===== config.mk =====
export PLATFORM = sky130hd
export DESIGN_NAME = positional_ordered_list_store
export DESIGN_NICKNAME = d
export VERILOG_FILES = /design/src/rtl/core/pols_pkg.sv /design/src/rtl/core/positional_ordered_list_store.sv
export VERILOG_INCLUDE_DIRS = /design/src /design/src/rtl/core
export SDC_FILE = /design/constraint.sdc
export NUM_CORES = 1
export LEC_CHECK = 0
export BUFFER_PORTS_ARGS = -buffer_cell sky130_fd_sc_hd__buf_2
export CAP_MARGIN = 30
export CELL_PAD_IN_SITES_DETAIL_PLACEMENT = 0
export CELL_PAD_IN_SITES_GLOBAL_PLACEMENT = 1
export CORE_UTILIZATION = 53
export DETAILED_ROUTE_END_ITERATION = 12
export GPL_ROUTABILITY_DRIVEN = 0
export PLACE_DENSITY_LB_ADDON = 0.1
export SLEW_MARGIN = 20
export SYNTH_ARGS = -nofsm -noshare
export SYNTH_HDL_FRONTEND = slang
export SYNTH_SLANG_ARGS = --single-unit

===== constraint.sdc =====
create_clock -name clk_i -period 6.2 [get_ports clk_i]
set_input_delay 0.31 -clock clk_i [delete_from_list [all_inputs] [get_ports clk_i]]
set_output_delay 0.31 -clock clk_i [all_outputs]
set_load 0.02 [all_outputs]

===== src/rtl/core/positional_ordered_list_store_assert.svh =====
// Assertion macros shared by the list store RTL.
// Each macro takes a label, a condition sampled at a clock edge, the property
// that must follow from it and a message. Reset disables the check.
`ifndef POSITIONAL_ORDERED_LIST_STORE_ASSERT_SVH
`define POSITIONAL_ORDERED_LIST_STORE_ASSERT_SVH

// The consequent must hold in the same cycle as the antecedent.
`define POLS_ASSERT_SAME(lbl, ante, cons, msg) \
  lbl: assert property (@(posedge clk_i) disable iff (!rst_ni) (ante) |-> (cons)) \
    else $error(msg);

// The consequent must hold in the cycle after the antecedent.
`define POLS_ASSERT_NEXT(lbl, ante, cons, msg) \
  lbl: assert property (@(posedge clk_i) disable iff (!rst_ni) (ante) |=> (cons)) \
    else $error(msg);

`endif


===== src/rtl/core/pols_pkg.sv =====
package pols_pkg;

  // Command codes carried on the kind field.
  typedef enum logic [2:0] {
    K_INS_FRONT = 3'd0,
    K_INS_POS   = 3'd1,
    K_DEL_FRONT = 3'd2,
    K_DEL_END   = 3'd3,
    K_DEL_POS   = 3'd4,
    K_UPDATE    = 3'd5,
    K_READOUT   = 3'd6,
    K_UNUSED    = 3'd7
  } kind_e;

  // Status codes carried on every result.
  typedef enum logic [2:0] {
    ST_OK       = 3'd0,
    ST_BADPOS   = 3'd1,
    ST_EMPTY    = 3'd2,
    ST_NOTFOUND = 3'd3,
    ST_FULL     = 3'd4
  } status_e;

  // Sequencer states.
  typedef enum logic [2:0] {
    S_IDLE,
    S_SHIFT,
    S_DRAIN,
    S_PUT,
    S_SCAN_RD,
    S_SCAN_CMP,
    S_READ_RD,
    S_READ_OUT
  } state_e;

  // Direction in which a shift moves the entries.
  typedef enum logic [0:0] {
    DIR_DOWN = 1'b0,
    DIR_UP   = 1'b1
  } dir_e;

endpackage


===== src/rtl/core/positional_ordered_list_store.sv =====
// Channel | Direction | Handshake               | Payload
// --------+-----------+-------------------------+-----------------------------------------
// in      | to block  | in_valid_i / in_stall_o | kind_i, value_i, search_key_i, position_i
// out     | from block| out_valid_o/ out_stall_i| status_o, item_value_o, last_o
//
// One request at a time; in_stall_o is high from the cycle after a known request is taken
// until its sequence ends, as the single memory port moves one entry per cycle.
// A rejected request or a delete at the end only delivers a status; inserts and deletes
// move entries as needed, an update compares entries in turn, a readout delivers each entry.
// Reset clears the count, the sequencer, the write-back flag and the output valid only.
// An output stall holds the sequencer where it is about to load a result.
`include "positional_ordered_list_store_assert.svh"

module positional_ordered_list_store
  import pols_pkg::*;
#(
  parameter int DEPTH = 16
) (
  input  logic               clk_i,
  input  logic               rst_ni,
  input  logic               in_valid_i,
  output logic               in_stall_o,
  input  logic [2:0]         kind_i,
  input  logic signed [31:0] value_i,
  input  logic signed [31:0] search_key_i,
  input  logic [7:0]         position_i,
  output logic               out_valid_o,
  input  logic               out_stall_i,
  output logic [2:0]         status_o,
  output logic signed [31:0] item_value_o,
  output logic               last_o
);

  // Width of the entry count (holds DEPTH itself) and of a memory index.
  localparam int CW   = $clog2(DEPTH + 1);
  localparam int IW   = $clog2(DEPTH);
  // Width in which positions and counts are compared without overflow.
  localparam int CmpW = ((CW > 8) ? CW : 8) + 1;
  localparam logic [CW-1:0] DepthCnt = CW'(DEPTH);

  // The list itself: entry 0 is the front. One write and one registered read
  // per cycle.
  logic signed [31:0] mem_q [DEPTH];
  logic signed [31:0] rd_data_q;
  logic               rd_en;
  logic [IW-1:0]      rd_addr;
  logic               wr_en;
  logic [IW-1:0]      wr_addr;
  logic signed [31:0] wr_data;

  // Sequencer and its working registers.
  state_e             state_q, state_d, dec_next;
  logic [CW-1:0]      count_q, count_d;
  logic [IW-1:0]      src_q, src_d;     // entry being read
  logic [IW-1:0]      end_q, end_d;     // last entry to read during a shift
  logic [IW-1:0]      tgt_q, tgt_d;     // slot for an inserted value
  dir_e               dir_q, dir_d;
  status_e            st_q, st_d;
  logic signed [31:0] value_q, value_d;
  logic signed [31:0] key_q, key_d;

  // A moved entry is written back the cycle after it is read.
  logic               pend_q, pend_d;
  logic [IW-1:0]      pw_addr_q, pw_addr_d;

  // Output register.
  logic               out_valid_q, out_valid_d;
  status_e            status_q, status_d;
  logic signed [31:0] item_value_q, item_value_d;
  logic               last_q, last_d;
  logic               out_load;
  logic               out_free;

  logic               in_acc;
  logic               is_empty;
  logic               is_full;
  logic [IW-1:0]      cnt_last;
  logic [CmpW-1:0]    pos_ext;
  logic [CmpW-1:0]    cnt_ext;
  logic               scan_hit;
  logic               at_last;

  assign in_stall_o = (state_q != S_IDLE);
  assign in_acc     = in_valid_i && !in_stall_o;
  assign out_free   = !out_valid_q || !out_stall_i;

  assign is_empty = (count_q == '0);
  assign is_full  = (count_q == DepthCnt);
  assign cnt_last = IW'(count_q - 1'b1);
  assign pos_ext  = CmpW'(position_i);
  assign cnt_ext  = CmpW'(count_q);
  assign scan_hit = (rd_data_q == key_q);
  assign at_last  = (src_q == cnt_last);

  // Request decode: where the sequencer goes and what it latches when a
  // request is taken. Position checks come before the full check for a positional
  // insert, but after the empty check for a positional delete.
  always_comb begin
    dec_next = S_IDLE;
    count_d  = count_q;
    src_d    = src_q;
    end_d    = end_q;
    tgt_d    = tgt_q;
    dir_d    = dir_q;
    st_d     = st_q;
    value_d  = value_q;
    key_d    = key_q;
    if (in_acc) begin
      value_d = value_i;
      key_d   = search_key_i;
      st_d    = ST_OK;
      dec_next = S_IDLE;
      unique case (kind_i)
        K_INS_FRONT: begin
          if (is_full) begin
            st_d     = ST_FULL;
            dec_next = S_IDLE;
          end else begin
            count_d = count_q + 1'b1;
            tgt_d   = '0;
            src_d   = cnt_last;
            end_d   = '0;
            dir_d   = DIR_UP;
            dec_next = is_empty ? S_PUT : S_SHIFT;
          end
        end
        K_INS_POS: begin
          if (position_i == '0 || pos_ext > cnt_ext + 1'b1) begin
            st_d = ST_BADPOS;
          end else if (is_full) begin
            st_d = ST_FULL;
          end else begin
            count_d = count_q + 1'b1;
            tgt_d   = IW'(position_i - 8'd1);
            src_d   = cnt_last;
            end_d   = IW'(position_i - 8'd1);
            dir_d   = DIR_UP;
            // Appending behind the last entry moves nothing.
            dec_next = (pos_ext == cnt_ext + 1'b1) ? S_PUT : S_SHIFT;
          end
        end
        K_DEL_FRONT: begin
          if (is_empty) begin
            st_d = ST_EMPTY;
          end else begin
            count_d = count_q - 1'b1;
            src_d   = IW'(1);
            end_d   = cnt_last;
            dir_d   = DIR_DOWN;
            dec_next = (count_q == CW'(1)) ? S_IDLE : S_SHIFT;
          end
        end
        K_DEL_END: begin
          if (is_empty) begin
            st_d = ST_EMPTY;
          end else begin
            count_d = count_q - 1'b1;
          end
        end
        K_DEL_POS: begin
          if (is_empty) begin
            st_d = ST_EMPTY;
          end else if (position_i == '0 || pos_ext > cnt_ext) begin
            st_d = ST_BADPOS;
          end else begin
            count_d = count_q - 1'b1;
            src_d   = IW'(position_i);
            end_d   = cnt_last;
            dir_d   = DIR_DOWN;
            // Removing the last entry moves nothing.
            dec_next = (pos_ext == cnt_ext) ? S_IDLE : S_SHIFT;
          end
        end
        K_UPDATE: begin
          if (is_empty) begin
            st_d = ST_NOTFOUND;
          end else begin
            src_d    = '0;
            dec_next = S_SCAN_RD;
          end
        end
        K_READOUT: begin
          if (is_empty) begin
            st_d = ST_EMPTY;
          end else begin
            src_d    = '0;
            dec_next = S_READ_RD;
          end
        end
        default: begin
          dec_next = S_IDLE;
        end
      endcase
    end else begin
      unique case (state_q)
        S_SHIFT: begin
          if (src_q != end_q) begin
            src_d = (dir_q == DIR_UP) ? IW'(src_q - 1'b1) : IW'(src_q + 1'b1);
          end
        end
        S_SCAN_CMP: begin
          if (scan_hit) begin
            st_d = ST_OK;
          end else if (at_last) begin
            st_d = ST_NOTFOUND;
          end else begin
            src_d = IW'(src_q + 1'b1);
          end
        end
        S_READ_OUT: begin
          if (out_free && !at_last) begin
            src_d = IW'(src_q + 1'b1);
          end
        end
        default: begin
        end
      endcase
    end
  end

  // The unused command code is dropped without a result.
  logic kind_known;

  assign kind_known = (kind_i != K_UNUSED);

  // Next state.
  always_comb begin
    state_d = state_q;
    unique case (state_q)
      S_IDLE: begin
        if (in_acc) begin
          state_d = dec_next;
          // Requests that finish at once leave a status to deliver.
          if (dec_next == S_IDLE && kind_known) begin
            state_d = S_DRAIN;
          end
        end
      end
      S_SHIFT: begin
        if (src_q == end_q) begin
          state_d = S_DRAIN;
        end
      end
      S_DRAIN: begin
        if (dir_q == DIR_UP && pend_q) begin
          state_d = S_PUT;
        end else if (out_free) begin
          state_d = S_IDLE;
        end
      end
      S_PUT: begin
        state_d = S_DRAIN;
      end
      S_SCAN_RD: begin
        state_d = S_SCAN_CMP;
      end
      S_SCAN_CMP: begin
        state_d = (scan_hit || at_last) ? S_DRAIN : S_SCAN_RD;
      end
      S_READ_RD: begin
        state_d = S_READ_OUT;
      end
      S_READ_OUT: begin
        if (out_free) begin
          state_d = at_last ? S_IDLE : S_READ_RD;
        end
      end
      default: begin
        state_d = S_IDLE;
      end
    endcase
  end

  // Memory port control, write-back pipeline and output register loads.
  always_comb begin
    rd_en        = 1'b0;
    rd_addr      = src_q;
    wr_en        = 1'b0;
    wr_addr      = pw_addr_q;
    wr_data      = rd_data_q;
    pend_d       = 1'b0;
    pw_addr_d    = pw_addr_q;
    out_load     = 1'b0;
    status_d     = status_q;
    item_value_d = item_value_q;
    last_d       = last_q;

    if (pend_q) begin
      wr_en = 1'b1;
    end

    unique case (state_q)
      S_SHIFT: begin
        rd_en     = 1'b1;
        pend_d    = 1'b1;
        pw_addr_d = (dir_q == DIR_UP) ? IW'(src_q + 1'b1) : IW'(src_q - 1'b1);
      end
      S_PUT: begin
        wr_en   = 1'b1;
        wr_addr = tgt_q;
        wr_data = value_q;
      end
      S_DRAIN: begin
        // The status is loaded once the output is free, at the earliest together with the last
        // moved entry's write, except for an insert, which must first put the new value in place.
        if (!(dir_q == DIR_UP && pend_q) && out_free) begin
          out_load     = 1'b1;
          status_d     = st_q;
          item_value_d = '0;
          last_d       = 1'b1;
        end
      end
      S_SCAN_RD, S_READ_RD: begin
        rd_en = 1'b1;
      end
      S_SCAN_CMP: begin
        if (scan_hit) begin
          wr_en   = 1'b1;
          wr_addr = src_q;
          wr_data = value_q;
        end
      end
      S_READ_OUT: begin
        if (out_free) begin
          out_load     = 1'b1;
          status_d     = ST_OK;
          item_value_d = rd_data_q;
          last_d       = at_last;
        end
      end
      default: begin
      end
    endcase

    if (out_load) begin
      out_valid_d = 1'b1;
    end else if (!out_stall_i) begin
      out_valid_d = 1'b0;
    end else begin
      out_valid_d = out_valid_q;
    end
  end

  // Memory: one write and one registered read per cycle.
  always_ff @(posedge clk_i) begin
    if (wr_en) begin
      mem_q[wr_addr] <= wr_data;
    end
    if (rd_en) begin
      rd_data_q <= mem_q[rd_addr];
    end
  end

  // Control state.
  always_ff @(posedge clk_i or negedge rst_ni) begin
    if (!rst_ni) begin
      state_q     <= S_IDLE;
      count_q     <= '0;
      pend_q      <= 1'b0;
      out_valid_q <= 1'b0;
    end else begin
      state_q     <= state_d;
      count_q     <= count_d;
      pend_q      <= pend_d;
      out_valid_q <= out_valid_d;
    end
  end

  // Payload and working registers, no reset needed.
  always_ff @(posedge clk_i) begin
    src_q        <= src_d;
    end_q        <= end_d;
    tgt_q        <= tgt_d;
    dir_q        <= dir_d;
    st_q         <= st_d;
    value_q      <= value_d;
    key_q        <= key_d;
    pw_addr_q    <= pw_addr_d;
    status_q     <= status_d;
    item_value_q <= item_value_d;
    last_q       <= last_d;
  end

  assign out_valid_o  = out_valid_q;
  assign status_o     = status_q;
  assign item_value_o = item_value_q;
  assign last_o       = last_q;

  // The count never runs past the capacity of the store.
  `POLS_ASSERT_SAME(a_count_range, 1'b1, count_q <= DepthCnt, "entry count above depth")
  // A result is only loaded into a free output register.
  `POLS_ASSERT_SAME(a_load_free, out_load, !out_valid_q || !out_stall_i,
                    "result overwrote a pending result")
  // No entry is still being moved once the block takes a new request.
  `POLS_ASSERT_SAME(a_idle_no_pend, !in_stall_o, !pend_q, "write-back pending while idle")
  // A successful front insert grows the list by one entry.
  `POLS_ASSERT_NEXT(a_ins_grow, in_acc && kind_i == K_INS_FRONT && !is_full,
                    count_q == $past(count_q) + 1'b1, "front insert did not grow the list")

endmodule

==> impl_results.md <==
* Post-route setup slack at 1550 ps
* Fraction of the mapped netlist area in adder cells at 0.00869
* Leading area contributor after synthesis: edfxtp_1
* Gr usage total at 0.266
* Status: finished, final reports clean
* Met2 WL post-DR at 29700 µm
* CTS root buffer: clkbuf_16
* Yosys warning count at 0
* DR WL/cell at 27.4 µm
* Critical path required time at 6480 ps
* Post_cts resized at 0
* Mux contribution to synthesized area at 0.116
* CTS clk-pin slew, worst paths at 60 ps
* Post-Synth XOR/XNOR Area at 0.0191
* DR pass1 iterations at 7
* Comb pwr share at 0.330
* CP Buf/Inv Count at 1
* Fill count at 3635
* Clock Sinks at 674
* Setup Crit Path Kind: reg -> reg
* Antenna violations before repair at 4
* Ys async rst share at 0.0148
* Clock tree buffer depth at 3
* Final hold vios at 0
* PD cells at 522 nW/µm²
* Routed WL at 68200 µm
* HP Class: in -> reg
* Post-CTS setup buffers at 0
* Area fraction in compound gates after synthesis at 0.0490
* Area share of the largest cell type after synthesis at 0.737
* Slew at the pin closest to its max-slew limit at 979 ps
* Top_reg_cell synth: edfxtp_1
* # diodes at 0
* CP Launch Type: flop
* Setup violators final at 0
* Pin count of the biggest net entering global routing at 76
* RSZ-0062 raised after global routing: false
* Max-slew violations at 0
* Fin nets at 1859
* Arrival time at the worst endpoint at 4930 ps
* Maximum vdd drop at 0.000343 V
* Clock skew at 25.3 ps
* Die Area at 52000 µm²
* First-pass GRT wire length at 99400 µm
* Final ANT Viol Nets at 0
* Width of the die at 228 µm
* Max Cap Viol at 0
* Largest cells by area after synthesis: edfxtp_1 74%, mux4_2 5.5%, mux2i_1 4.8%
* Achievable Freq at 215 MHz
* Ports at 117
* Number of global-route vias before repair at 14400
* Largest family of logic cells by synthesized area: multiplexers
* CTS tree: done
* Mapped Cells at 1547
* M1 wire length at 31000 µm
* Final min period at 4650 ps
* Max-slew headroom at 0.347
* CP Max Fanout at 37
* Grt total ovfl at 0
* Slowest cell delay on critical path at 830 ps
* Core area at 50300 µm²
* Layout cell share with drive strength beyond 1 at 0.206
* Int Pwr at 10600 µW
* Residual DRC at 0
* Clock Power Share at 0.241
* Site Rows at 82
* CP delay by family, top: simple AND/OR/NAND/NOR gates
* Sequential power share at 0.429
* Sw Ratio at 0.353
* Syn avg cell area at 17.5 µm²
* DR WL met3 at 6390 µm
* Routed vias/inst at 5.98
* Post-route clock period utilization at 0.750
* Most common cell after layout, fill and taps aside: edfxtp_1
* CP cell instances: xor2_1, nor4_1, nand4_1, o41a_2, a221o_1, nand2b_1, nor2_4, buf_4
* Clk_lat worst skew at 610 ps
* Sequential fraction of the synthesis area at 0.746
* Detailed Place HPWL at 45000 µm
* Initial core utilization at 0.538
* Port bufs at 116
* NetSw at 5810 µW
* Max stage delay cell, worst path: o41a_2
* CTS Buf Count at 71
* Hold-fix buffers, CTS at 65
* Crit. End Element: flop
* Setup TNS at 0 ps
* Die Span Y at 228 µm
* Post-synth cell types at 57
* Highest routing layer actually used: met4
* Post-Synth Simple-Gate Area at 0.0474
* Mapped Area at 27100 µm²
* Area grow syn2layout at 16.5%
* Mapped Nets at 1644
* Register bit total from synthesis at 674
* CTS HTree Levels at 3
* DR vias at 14900
* Leak pwr at 0.0109 µW
* DRT iter0 DRCs at 1900
* Post-synth EDFFs at 664
* Commonest cells after routing, fill and taps aside: 664 x edfxtp_1, 129 x mux2i_1, 119 x buf_2, 87 x nand2_1, 72 x clkbuf_16
* Pre-CTS setup slack at 1510 ps
[cell families (layout without fill, tap and decap cells)]
kind of cell	after synthesis	after routing
flip-flops	674	674
AND/OR/NAND/NOR	270	270
multiplexers	227	227
AO/OA/AOI/OAI	202	202
buffers and inverters	96	366
XOR/XNOR	59	59
adder cells (fa/ha/maj)	19	19
[area by class of cell]
type,instances,area (µm²),share of cell area
multi-input cells,777,6650,0.211
repair buffers,219,1630,0.0518
flip-flops and latches,674,20200,0.640
clock inverters,39,255,0.00810
inverters,19,72.6,0.00230
well taps,672,841,0.0267
clock buffers,89,1890,0.0598
[worst reg2reg max path, stage by stage, from the launching register on]
cell      delay (ps)
edfxtp_1         410
xor2_1           170
nor4_1           720
nand4_1          270
o41a_2           830
a221o_1          490
nand2b_1         340
nor2_4           670
buf_4            420
[through the flow]
stage,utilization,hold slack (ps),instance area [µm²],total power [µW],instances
after global routing,0.627,23.9,31500,17100,2489
after detailed placement,0.572,221,28700,12500,2295
after floorplan,-,14.4,27100,10300,1547
after CTS,0.627,10.1,31500,16500,2488
final,0.627,45.4,31500,16400,2489
after global placement,0.568,219,28500,12400,2284
[registers in the layout, summed over array words and instances (netlist names)]
signal / cells
st_q: 3
end_q: 4
out_valid_o: 1
state_q: 3
last_o: 1
pw_addr_q: 4
rd_addr: 4
item_value_o: 32
dir_q: 1
mem_q: 512
count_q: 5
tgt_q: 4
status_o: 3
pend_q: 1
key_q: 32
rd_data_q: 32
value_q: 32
[metal layers]
metal,global-route usage,up-vias
li1,-,6547
met1,0.416,7587
met2,0.377,660
met3,0.0673,79
met4,0.0591,0
met5,0,-
[worst paths after layout]
path                            cells after the start       endpoint  slack (ps)     startpoint
worst min register to register                      1    status_o[1]         550        st_q[1]
worst max register to register                      8  mem_q[11][27]        1550  rd_data_q[19]
max in group asynchronous                           2    out_valid_o        5810         rst_ni
min in group asynchronous                           2     count_q[3]         140         rst_ni
worst min-delay path                                3    out_valid_o          50    out_stall_i
worst max-delay path                                8  mem_q[11][27]        1550  rd_data_q[19]
[power groups by stage]
stage	registers, µW	logic (µW)	clock network [µW]
floorplan	7070	3270	0
global placement	7130	5280	0
detailed placement	7150	5370	0
CTS	7060	5410	4010
global route	7130	5810	4180
finish	7060	5430	3960
[synthesized netlist by cell type, drive strengths merged, types with 3 or more instances]
cell type,instances
nor4,11
o211a,3
o22ai,6
mux4,66
clkbuf,53
nand2,87
and3,5
a211oi,3
nor2b,8
nand3,6
nand4,6
ha,18
nand3b,3
nor2,74
mux2i,129
o21ai,44
inv,19
a21o,3
or3,3
mux2,32
xnor2,18
and2,37
nand2b,4
or2,4
a22oi,31
edfxtp,664
a21oi,58
buf,24
xor2,41
a221o,4
a221oi,31
nor3,15
dfrtp,10
Note: power is estimated with default switching activity, not from simulation.
